File: config.mk
export PLATFORM = sky130hd
export DESIGN_NAME = sha256_byte_stream_hasher
export DESIGN_NICKNAME = d
export VERILOG_FILES = /design/src/rtl/sbh_pkg.sv /design/src/rtl/sbh_ctrl.sv /design/src/rtl/sbh_datapath.sv /design/src/rtl/sha256_byte_stream_hasher.sv
export VERILOG_INCLUDE_DIRS = /design/src /design/src/rtl
export SDC_FILE = /design/constraint.sdc
export NUM_CORES = 2
export LEC_CHECK = 0
export ABC_AREA = 1
export BUFFER_PORTS_ARGS = -buffer_cell sky130_fd_sc_hd__buf_2
export CORE_AREA = 5 5 610 612
export CTS_BUF_LIST = sky130_fd_sc_hd__clkbuf_8
export CTS_CLUSTER_DIAMETER = 80
export DETAILED_ROUTE_END_ITERATION = 8
export DIE_AREA = 0 0 615 617
export GPL_TIMING_DRIVEN = 0
export PLACE_DENSITY = 0.48
export SLEW_MARGIN = 20
export SYNTH_ARGS = -nofsm -noshare
export SYNTH_HDL_FRONTEND = slang
export SYNTH_HIERARCHICAL = 1
export SYNTH_SLANG_ARGS = --single-unit
File: constraint.sdc
create_clock -name clk -period 32.3 [get_ports clk]
set_input_delay 6.46 -clock clk [delete_from_list [all_inputs] [get_ports clk]]
set_output_delay 6.46 -clock clk [all_outputs]
set_load 0.02 [all_outputs]
File: src/rtl/sha256_byte_stream_hasher_defines.svh
// assertion macros for the sha-256 byte stream hasher
// used by the top level only, no other dependencies
`ifndef SHA256_BYTE_STREAM_HASHER_DEFINES_SVH
`define SHA256_BYTE_STREAM_HASHER_DEFINES_SVH
`ifndef SYNTH
`define SBH_ASSERT_IMPL(label, clk, rst_n, ante, cons) \
  label: assert property (@(posedge clk) disable iff (!rst_n) (ante) |-> (cons)) \
    else $error("sbh check failed");
`define SBH_ASSERT_NEXT(label, clk, rst_n, ante, cons) \
  label: assert property (@(posedge clk) disable iff (!rst_n) (ante) |=> (cons)) \
    else $error("sbh check failed");
`else
`define SBH_ASSERT_IMPL(label, clk, rst_n, ante, cons)
`define SBH_ASSERT_NEXT(label, clk, rst_n, ante, cons)
`endif
`endif

File: src/rtl/sbh_pkg.sv
// shared types, constants and the rotate helper for the sha-256 byte stream hasher
// no dependencies
package sbh_pkg;

  localparam int BlockBytes = 64;
  localparam int Rounds     = 64;
  localparam int PadStop    = 56;
  localparam logic [7:0] PadByte = 8'h80;

  typedef logic [31:0] word_t;

  typedef enum logic [2:0] {
    ST_IDLE,   // waiting for an item
    ST_PAD,    // pushing padding or length bytes
    ST_LOAD,   // copy chain words into working vars
    ST_ROUND,  // one round per cycle
    ST_FOLD,   // add working vars into chain words
    ST_EMIT    // hand out digest words
  } state_t;

  // byte source select for the buffer write
  typedef enum logic [1:0] {
    SRC_DATA,
    SRC_PAD80,
    SRC_ZERO,
    SRC_LEN
  } src_t;

  typedef struct packed {
    logic       push;      // write one byte into the block
    src_t       src;
    logic       add_len;   // count the input byte
    logic       load;
    logic       round;
    logic       fold;
    logic       clear;     // return to initial state
    logic       emit_adv;  // next digest word
  } cmd_t;

  typedef struct packed {
    logic       full;      // block reaches 64 bytes on this push
    logic [5:0] fill;
    logic       last_round;
    logic       last_emit;
  } stat_t;

  localparam word_t InitH [8] = '{
    32'h6a09e667, 32'hbb67ae85, 32'h3c6ef372, 32'ha54ff53a,
    32'h510e527f, 32'h9b05688c, 32'h1f83d9ab, 32'h5be0cd19};

  localparam word_t RoundK [64] = '{
    32'h428a2f98,32'h71374491,32'hb5c0fbcf,32'he9b5dba5,32'h3956c25b,32'h59f111f1,
    32'h923f82a4,32'hab1c5ed5,32'hd807aa98,32'h12835b01,32'h243185be,32'h550c7dc3,
    32'h72be5d74,32'h80deb1fe,32'h9bdc06a7,32'hc19bf174,32'he49b69c1,32'hefbe4786,
    32'h0fc19dc6,32'h240ca1cc,32'h2de92c6f,32'h4a7484aa,32'h5cb0a9dc,32'h76f988da,
    32'h983e5152,32'ha831c66d,32'hb00327c8,32'hbf597fc7,32'hc6e00bf3,32'hd5a79147,
    32'h06ca6351,32'h14292967,32'h27b70a85,32'h2e1b2138,32'h4d2c6dfc,32'h53380d13,
    32'h650a7354,32'h766a0abb,32'h81c2c92e,32'h92722c85,32'ha2bfe8a1,32'ha81a664b,
    32'hc24b8b70,32'hc76c51a3,32'hd192e819,32'hd6990624,32'hf40e3585,32'h106aa070,
    32'h19a4c116,32'h1e376c08,32'h2748774c,32'h34b0bcb5,32'h391c0cb3,32'h4ed8aa4a,
    32'h5b9cca4f,32'h682e6ff3,32'h748f82ee,32'h78a5636f,32'h84c87814,32'h8cc70208,
    32'h90befffa,32'ha4506ceb,32'hbef9a3f7,32'hc67178f2};

  function automatic word_t rotr(input word_t v, input int unsigned amt);
    rotr = (v >> amt) | (v << (32 - amt));
  endfunction

endpackage

File: src/rtl/sbh_ctrl.sv
// controller state machine for the sha-256 byte stream hasher
// depends on sbh_pkg
module sbh_ctrl (
  input  logic              clk,
  input  logic              rst_n,
  input  logic              in_valid,
  input  logic              in_byte_valid,
  input  logic              in_end_of_message,
  output logic              in_stall,
  output logic              out_valid,
  input  logic              out_stall,
  input  sbh_pkg::stat_t    stat,
  output sbh_pkg::cmd_t     cmd
);

  sbh_pkg::state_t state_r, state_nxt;
  logic            fin_r, fin_nxt;    // message finishing after this block
  logic            lenph_r, lenph_nxt; // zero fill done, length bytes going in
  logic            padded_r, padded_nxt; // 0x80 already pushed

  always_ff @(posedge clk) begin
    if (!rst_n) begin
      state_r  <= sbh_pkg::ST_IDLE;
      fin_r    <= 1'b0;
      lenph_r  <= 1'b0;
      padded_r <= 1'b0;
    end else begin
      state_r  <= state_nxt;
      fin_r    <= fin_nxt;
      lenph_r  <= lenph_nxt;
      padded_r <= padded_nxt;
    end
  end

  always_comb begin
    state_nxt  = state_r;
    fin_nxt    = fin_r;
    lenph_nxt  = lenph_r;
    padded_nxt = padded_r;
    cmd        = '0;
    cmd.src    = sbh_pkg::SRC_DATA;
    in_stall   = 1'b1;
    out_valid  = 1'b0;
    case (state_r)
      sbh_pkg::ST_IDLE: begin
        in_stall = 1'b0;
        if (in_valid) begin
          if (in_byte_valid) begin
            cmd.push    = 1'b1;
            cmd.add_len = 1'b1;
          end
          if (in_end_of_message) begin
            fin_nxt    = 1'b1;
            padded_nxt = 1'b0;
            lenph_nxt  = 1'b0;
          end
          if (in_byte_valid && stat.full) begin
            state_nxt = sbh_pkg::ST_LOAD;
          end else if (in_end_of_message) begin
            state_nxt = sbh_pkg::ST_PAD;
          end
        end
      end
      sbh_pkg::ST_PAD: begin
        cmd.push = 1'b1;
        if (!padded_r) begin
          cmd.src    = sbh_pkg::SRC_PAD80;
          padded_nxt = 1'b1;
          if (stat.fill == 6'(sbh_pkg::PadStop - 1)) lenph_nxt = 1'b1;
        end else if (!lenph_r) begin
          cmd.src = sbh_pkg::SRC_ZERO;
          if (stat.fill == 6'(sbh_pkg::PadStop - 1)) lenph_nxt = 1'b1;
        end else begin
          cmd.src = sbh_pkg::SRC_LEN;
        end
        if (stat.full) state_nxt = sbh_pkg::ST_LOAD;
      end
      sbh_pkg::ST_LOAD: begin
        cmd.load  = 1'b1;
        state_nxt = sbh_pkg::ST_ROUND;
      end
      sbh_pkg::ST_ROUND: begin
        cmd.round = 1'b1;
        if (stat.last_round) state_nxt = sbh_pkg::ST_FOLD;
      end
      sbh_pkg::ST_FOLD: begin
        cmd.fold = 1'b1;
        if (!fin_r) begin
          state_nxt = sbh_pkg::ST_IDLE;
        end else if (lenph_r) begin
          state_nxt = sbh_pkg::ST_EMIT;
        end else begin
          state_nxt = sbh_pkg::ST_PAD;
        end
      end
      sbh_pkg::ST_EMIT: begin
        out_valid = 1'b1;
        if (!out_stall) begin
          cmd.emit_adv = 1'b1;
          if (stat.last_emit) begin
            cmd.clear = 1'b1;
            fin_nxt   = 1'b0;
            state_nxt = sbh_pkg::ST_IDLE;
          end
        end
      end
      default: state_nxt = sbh_pkg::ST_IDLE;
    endcase
  end

endmodule

File: src/rtl/sbh_datapath.sv
// block buffer, schedule, round unit and chain words of the sha-256 hasher
// depends on sbh_pkg
module sbh_datapath (
  input  logic              clk,
  input  logic              rst_n,
  input  logic [7:0]        in_data_byte,
  input  sbh_pkg::cmd_t     cmd,
  output sbh_pkg::stat_t    stat,
  output logic [31:0]       out_digest_word,
  output logic [2:0]        out_word_index,
  output logic              out_last_word
);

  // block held as 16 big-endian words, written a byte at a time
  logic [31:0] blk_r [16];
  logic [31:0] w_r [16];       // rolling schedule window
  logic [31:0] h_r [8];
  logic [31:0] v_r [8];        // working vars a..h
  logic [5:0]  fill_r;
  logic [63:0] bits_r;
  logic [5:0]  rnd_r;
  logic [2:0]  emit_r;
  logic [7:0]  wbyte;
  logic [31:0] s0, s1, wnew, wcur, t1, t2, e, a;

  always_comb begin
    case (cmd.src)
      sbh_pkg::SRC_DATA:  wbyte = in_data_byte;
      sbh_pkg::SRC_PAD80: wbyte = sbh_pkg::PadByte;
      sbh_pkg::SRC_ZERO:  wbyte = 8'h00;
      sbh_pkg::SRC_LEN:   wbyte = bits_r[8*(7 - int'(fill_r[2:0])) +: 8];
      default:            wbyte = 8'h00;
    endcase
  end

  assign stat.full       = cmd.push && (fill_r == 6'd63);
  assign stat.fill       = fill_r;
  assign stat.last_round = (rnd_r == 6'(sbh_pkg::Rounds - 1));
  assign stat.last_emit  = (emit_r == 3'd7);

  // schedule: words 0..15 come from the block, later ones from the window
  assign s0   = sbh_pkg::rotr(w_r[1], 7) ^ sbh_pkg::rotr(w_r[1], 18) ^ (w_r[1] >> 3);
  assign s1   = sbh_pkg::rotr(w_r[14], 17) ^ sbh_pkg::rotr(w_r[14], 19) ^ (w_r[14] >> 10);
  assign wnew = w_r[0] + s0 + w_r[9] + s1;
  assign wcur = (rnd_r < 6'd16) ? w_r[0] : wnew;

  assign e  = v_r[4];
  assign a  = v_r[0];
  assign t1 = v_r[7] + (sbh_pkg::rotr(e, 6) ^ sbh_pkg::rotr(e, 11) ^ sbh_pkg::rotr(e, 25))
            + ((e & v_r[5]) ^ (~e & v_r[6])) + sbh_pkg::RoundK[rnd_r] + wcur;
  assign t2 = (sbh_pkg::rotr(a, 2) ^ sbh_pkg::rotr(a, 13) ^ sbh_pkg::rotr(a, 22))
            + ((a & v_r[1]) ^ (a & v_r[2]) ^ (v_r[1] & v_r[2]));

  always_ff @(posedge clk) begin
    if (cmd.push) blk_r[fill_r[5:2]][8*(3 - int'(fill_r[1:0])) +: 8] <= wbyte;
    if (cmd.load) begin
      for (int i = 0; i < 16; i++) w_r[i] <= blk_r[i];
      for (int i = 0; i < 8; i++)  v_r[i] <= h_r[i];
    end
    if (cmd.round) begin
      for (int i = 0; i < 15; i++) w_r[i] <= w_r[i + 1];
      w_r[15] <= wcur;
      v_r[0] <= t1 + t2;
      v_r[1] <= v_r[0];
      v_r[2] <= v_r[1];
      v_r[3] <= v_r[2];
      v_r[4] <= v_r[3] + t1;
      v_r[5] <= v_r[4];
      v_r[6] <= v_r[5];
      v_r[7] <= v_r[6];
    end
  end

  always_ff @(posedge clk) begin
    if (!rst_n) begin
      for (int i = 0; i < 8; i++) h_r[i] <= sbh_pkg::InitH[i];
      fill_r <= '0;
      bits_r <= '0;
      rnd_r  <= '0;
      emit_r <= '0;
    end else begin
      if (cmd.push)    fill_r <= fill_r + 6'd1;
      if (cmd.add_len) bits_r <= bits_r + 64'd8;
      if (cmd.load)    rnd_r  <= '0;
      if (cmd.round)   rnd_r  <= rnd_r + 6'd1;
      if (cmd.fold) begin
        for (int i = 0; i < 8; i++) h_r[i] <= h_r[i] + v_r[i];
      end
      if (cmd.emit_adv) emit_r <= emit_r + 3'd1;
      if (cmd.clear) begin
        for (int i = 0; i < 8; i++) h_r[i] <= sbh_pkg::InitH[i];
        fill_r <= '0;
        bits_r <= '0;
        emit_r <= '0;
      end
    end
  end

  assign out_digest_word = h_r[emit_r];
  assign out_word_index  = emit_r;
  assign out_last_word   = (emit_r == 3'd7);

endmodule

File: src/rtl/sha256_byte_stream_hasher.sv
// top level of the sha-256 byte stream hasher
// joins sbh_ctrl and sbh_datapath; uses sbh_pkg and the assertion macro header
//
// usage
//   input channel: in_data_byte, in_byte_valid, in_end_of_message with
//   in_valid / in_stall. each item adds at most one byte to the message.
//   an item with in_end_of_message pads the message (0x80, zero fill,
//   64-bit big-endian bit length) and then gives eight result items.
//   result channel: out_digest_word, out_word_index, out_last_word with
//   out_valid / out_stall, word 0 (most significant) first.
// operation
//   a plain byte item is taken while idle; the 64th byte of a block starts a
//   compression (load, 64 rounds of one shared round unit, fold), during
//   which in_stall is high and no new byte is taken. a finishing item then
//   pushes the padding bytes and runs one or two compressions before the
//   eight result words go out.
// reset
//   rst_n low loads the initial hash values and clears counts; the block
//   buffer is not cleared. while result words go out and out_stall is high
//   the current digest word holds and no new item is taken.
`include "sha256_byte_stream_hasher_defines.svh"
module sha256_byte_stream_hasher (
  input  logic        clk,
  input  logic        rst_n,
  input  logic        in_valid,
  output logic        in_stall,
  input  logic [7:0]  in_data_byte,
  input  logic        in_byte_valid,
  input  logic        in_end_of_message,
  output logic        out_valid,
  input  logic        out_stall,
  output logic [31:0] out_digest_word,
  output logic [2:0]  out_word_index,
  output logic        out_last_word
);

  sbh_pkg::cmd_t  cmd;   // controller to datapath
  sbh_pkg::stat_t stat;  // datapath to controller

  sbh_ctrl u_ctrl (
    .clk               (clk),
    .rst_n             (rst_n),
    .in_valid          (in_valid),
    .in_byte_valid     (in_byte_valid),
    .in_end_of_message (in_end_of_message),
    .in_stall          (in_stall),
    .out_valid         (out_valid),
    .out_stall         (out_stall),
    .stat              (stat),
    .cmd               (cmd)
  );

  sbh_datapath u_dp (
    .clk             (clk),
    .rst_n           (rst_n),
    .in_data_byte    (in_data_byte),
    .cmd             (cmd),
    .stat            (stat),
    .out_digest_word (out_digest_word),
    .out_word_index  (out_word_index),
    .out_last_word   (out_last_word)
  );

  // never take an item while digest words are going out
  `SBH_ASSERT_IMPL(a_no_in_during_out, clk, rst_n, out_valid, in_stall)
  // after the last word is taken the block is ready again
  `SBH_ASSERT_NEXT(a_last_then_idle, clk, rst_n, out_valid && !out_stall && out_last_word, !out_valid && !in_stall)
  // word index advances by one on each taken word except the last
  `SBH_ASSERT_NEXT(a_index_step, clk, rst_n, out_valid && !out_stall && !out_last_word, out_word_index == $past(out_word_index) + 3'd1)

endmodule
==> load_flow_metrics.sql <==
INSERT INTO impl_metrics (metric_group, metric, value, unit) VALUES
('run_status', 'outcome', 'completed', ''),
('clock_tree', 'tritoncts_clock_tree', 'built', ''),
('final_layout', 'finish.cell_count_without_fillers', '16300', ''),
('sta', 'tightestPinTransition', '1.26', 'ns'),
('place', 'place.gp.congestion', '0.999', ''),
('drt', 'vias', '80500', ''),
('place', 'place.detailed.hpwl', '329', 'mm'),
('clock_tree', 'clock-root-buffer', 'sky130_fd_sc_hd__clkbuf_8', ''),
('floorplan', 'design.die.area', '379000', 'um^2'),
('floorplan', 'initial_utilization', '0.258', ''),
('drt', 'vias_per_cell', '4.95', ''),
('place', 'place.detailed.instances', '15700', ''),
('floorplan', 'core_footprint', '367000', 'um^2'),
('logic_synthesis', 'synth_flop_cell', 'sky130_fd_sc_hd__edfxtp_1', ''),
('setup_path', 'critical_path.max_fanout', '10', ''),
('sta', 'relSlewSlack', '0.162', ''),
('final_layout', 'layout.cells.most_common', 'sky130_fd_sc_hd__nand2_1', ''),
('clock_tree', 'number_of_levels_the_h_tree_was_split_into', '5', ''),
('sta', 'setup_viol', '0', ''),
('setup_path', 'endpoint_kind', 'output port', ''),
('global_routing', 'groute.layer.met3.usage', '0.0334', ''),
('drt', 'ant_nets', '0', ''),
('clock_tree', 'cts_sinks', '1621', ''),
('final_layout', 'final_layout_size_suffix_gt1_frac', '0.0648', ''),
('drt', 'detail_route.iter0.violations', '9267', ''),
('setup_path', 'critPathKind', 'flip-flop to output port', ''),
('logic_synthesis', 'ys_warn_count', '6', ''),
('flow_run', 'max_cap_viol_count', '0', ''),
('drt', 'remaining_drc_errors', '0', ''),
('logic_synthesis', 'syn-num-nets', '11400', ''),
('sta', 'timing.fmax', '0.0849', 'GHz'),
('clock_tree', 'cts-hold-fix-buffers', '0', ''),
('setup_path', 'timing.critical_path.required', '25.84', 'ns'),
('final_layout', 'multi_input_comb_area', '42600', 'um^2'),
('logic_synthesis', 'yosys_register_bits', '1621', ''),
('global_routing', 'layer_with_the_highest_usage_after_global_routing', 'met2', ''),
('place', 'port_buffer_count', '51', ''),
('global_routing', 'global_route.usage.met1', '0.287', ''),
('sta', 'grt_setup_unrepaired', 'false', ''),
('setup_path', 'worstSetupStartpointType', 'flip-flop', ''),
('global_routing', 'gr-usage-met2', '0.321', ''),
('logic_synthesis', 'synth-seq-area-share', '0.491', ''),
('sta', 'hold_slack', '0.467', 'ns'),
('setup_path', 'timing.reg2reg.setup_slack', '21.28', 'ns'),
('logic_synthesis', 'async_flop_share', '0', ''),
('clock_tree', 'post_cts_buffers', '0', ''),
('sta', 'timing_hold_violations_final', '0', ''),
('floorplan', 'fp-row-count', '223', ''),
('sta', 'fin_tns_setup', '0', 'ns'),
('clock_tree', 'cts_inserted_buffers', '308', ''),
('setup_path', 'worst-endpoint-arrival', '5.33', 'ns'),
('logic_synthesis', 'synthesis.instances', '10800', ''),
('global_routing', 'grt_max_degree', '85', ''),
('logic_synthesis', 'netlist_area', '94800', 'um^2'),
('logic_synthesis', 'postSynthAreaPerCell', '8.82', 'um^2'),
('final_layout', 'area.growth.synth_to_final', '14.1', '%'),
('drt', 'totalWireLength', '416', 'mm'),
('clock_tree', 'ctsLongestPathBuffers', '4', ''),
('clock_tree', 'clk_transition_reported_paths', '0.05', 'ns'),
('global_routing', 'grt_util_all_layers', '0.210', ''),
('global_routing', 'grt.overflow.total', '0', ''),
('sta', 'min_period', '11.79', 'ns'),
('clock_tree', 'post_cts.resized_instances', '0', ''),
('global_routing', 'grt_antenna_before_repair', '20', ''),
('logic_synthesis', 'synthDistinctLibCells', '75', ''),
('sta', 'timing.final.max_slew_violations', '0', ''),
('floorplan', 'die-height', '617', 'um'),
('final_layout', 'fill_cells', '39100', ''),
('global_routing', 'wire_length_of_the_first_global_routing_pass', '576', 'mm'),
('final_layout', 'mostFrequentLayoutCells', '3,122 x sky130_fd_sc_hd__nand2_1, 1,408 x sky130_fd_sc_hd__edfxtp_1, 1,222 x sky130_fd_sc_hd__inv_1', ''),
('global_routing', 'via_count_of_the_first_global_routing_pass', '76700', ''),
('sta', 'min_period_over_period', '0.365', ''),
('final_layout', 'final_net_count', '11800', ''),
('floorplan', 'die_x', '615', 'um'),
('floorplan', 'io_pins', '52', ''),
('final_layout', 'final-seq-area', '46500', 'um^2'),
('drt', 'drtPass1Iterations', '6', ''),
('sta', 'finClkSkew', '0.100', 'ns'),
('clock_tree', 'clkLatencyLatePin', '1.05', 'ns'),
('logic_synthesis', 'synth-edff-count', '1408', ''),
('drt', 'wire_per_inst', '25.6', 'um'),
('min_path', 'min-delay-path-class', 'flip-flop to flip-flop', '');
==> final cells by class <==
cell class                 instances  area share
antenna                            8    0.000185
buffer                           400      0.0148
clock buffer                     325      0.0413
clock inverter                   225      0.0120
inverter                        1158      0.0403
multi-input combinational       7572       0.394
sequential                      1621       0.430
tap                             4837      0.0559
timing repair buffer             111      0.0115
==> worst max-delay path: stages, from the launching register on <==
cell and delay (ns):
sky130_fd_sc_hd__dfxtp_1 0.39, sky130_fd_sc_hd__clkbuf_1 0.82, sky130_fd_sc_hd__inv_2 0.14, sky130_fd_sc_hd__clkbuf_2 0.53
sky130_fd_sc_hd__clkbuf_1 0.64, sky130_fd_sc_hd__o21ai_0 0.55, sky130_fd_sc_hd__a21oi_1 0.27, sky130_fd_sc_hd__a31oi_1 0.66
sky130_fd_sc_hd__buf_2 0.29
==> logic make-up after synthesis <==
kind of cell / after synthesis / synth area share
mux: 22 / 0.00259
buf+inv: 1558 / 0.0623
compound gates: 2098 / 0.122
flops: 1621 / 0.491
simple gates: 4418 / 0.187
xor+xnor: 402 / 0.0373
fa+ha+maj: 632 / 0.0981
==> registers in the layout (all words and copies together) (netlist names), named ones only <==
signal / flops
u_dp/out_word_index: 3
u_dp/bits_r: 61
u_dp/v_r: 256
u_ctrl/padded_r: 1
u_dp/fill_r: 6
u_ctrl/lenph_r: 1
u_dp/w_r: 512
u_dp/blk_r: 512
u_ctrl/state_r: 3
u_dp/rnd_r: 6
u_ctrl/fin_r: 1
u_dp/h_r: 256
==> per-layer routing <==
metal | up-vias | share of wire
met5 | - | 0.000089
met4 | 6 | 0.060
met3 | 763 | 0.078
met2 | 3630 | 0.43
met1 | 39100 | 0.43
li1 | 37000 | -
==> worst paths after layout <==
path / cells after the start / start / endpoint
worst min register to register: 2 / u_ctrl/padded_r / u_ctrl/padded_r
worst max register to register: 39 / u_dp/w_r[1][216] / u_dp/v_r[0][27]
worst max-delay path: 8 / flip-flop / out_digest_word[27]
worst min-delay path: 2 / u_ctrl/padded_r / u_ctrl/padded_r
==> per-stage QoR <==
| stage | cell area, um^2 | setup slack [ns] | utilization |
|---|---|---|---|
| final | 108000 | 20.51 | 0.295 |
| after global routing | 108000 | 20.66 | 0.295 |
| after detailed placement | 102000 | 21.38 | 0.279 |
| after global placement | 101000 | 2.28 | 0.276 |
| after floorplan | 94800 | 15.05 | - |
| after CTS | 108000 | 20.65 | 0.295 |
==> cell usage after synthesis, types with 38 or more instances <==
cell / instances / area, um^2
sky130_fd_sc_hd__o21a_1: 38 / 285
sky130_fd_sc_hd__nor3_1: 149 / 746
sky130_fd_sc_hd__xnor2_1: 183 / 1600
sky130_fd_sc_hd__o21ai_0: 735 / 3680
sky130_fd_sc_hd__o211ai_1: 63 / 473
sky130_fd_sc_hd__o21ai_1: 119 / 596
sky130_fd_sc_hd__buf_2: 38 / 190
sky130_fd_sc_hd__edfxtp_1: 1408 / 42300
sky130_fd_sc_hd__nand4_1: 59 / 369
sky130_fd_sc_hd__inv_1: 1116 / 4190
sky130_fd_sc_hd__a31oi_1: 70 / 438
sky130_fd_sc_hd__nand2_1: 3122 / 11700
sky130_fd_sc_hd__o21bai_1: 53 / 398
sky130_fd_sc_hd__nor2_1: 657 / 2470
sky130_fd_sc_hd__inv_2: 38 / 143
sky130_fd_sc_hd__a21o_1: 56 / 420
sky130_fd_sc_hd__ha_1: 407 / 5090
sky130_fd_sc_hd__fa_1: 196 / 3920
sky130_fd_sc_hd__dfxtp_1: 213 / 4260
sky130_fd_sc_hd__clkbuf_1: 338 / 1270
sky130_fd_sc_hd__a21oi_1: 820 / 4100
sky130_fd_sc_hd__nand3_1: 304 / 1520
sky130_fd_sc_hd__xor2_1: 218 / 1910
Power is left out: the tool's default activity adds up to more than one toggle a clock period on the data nets, which glitch-free logic cannot reach.
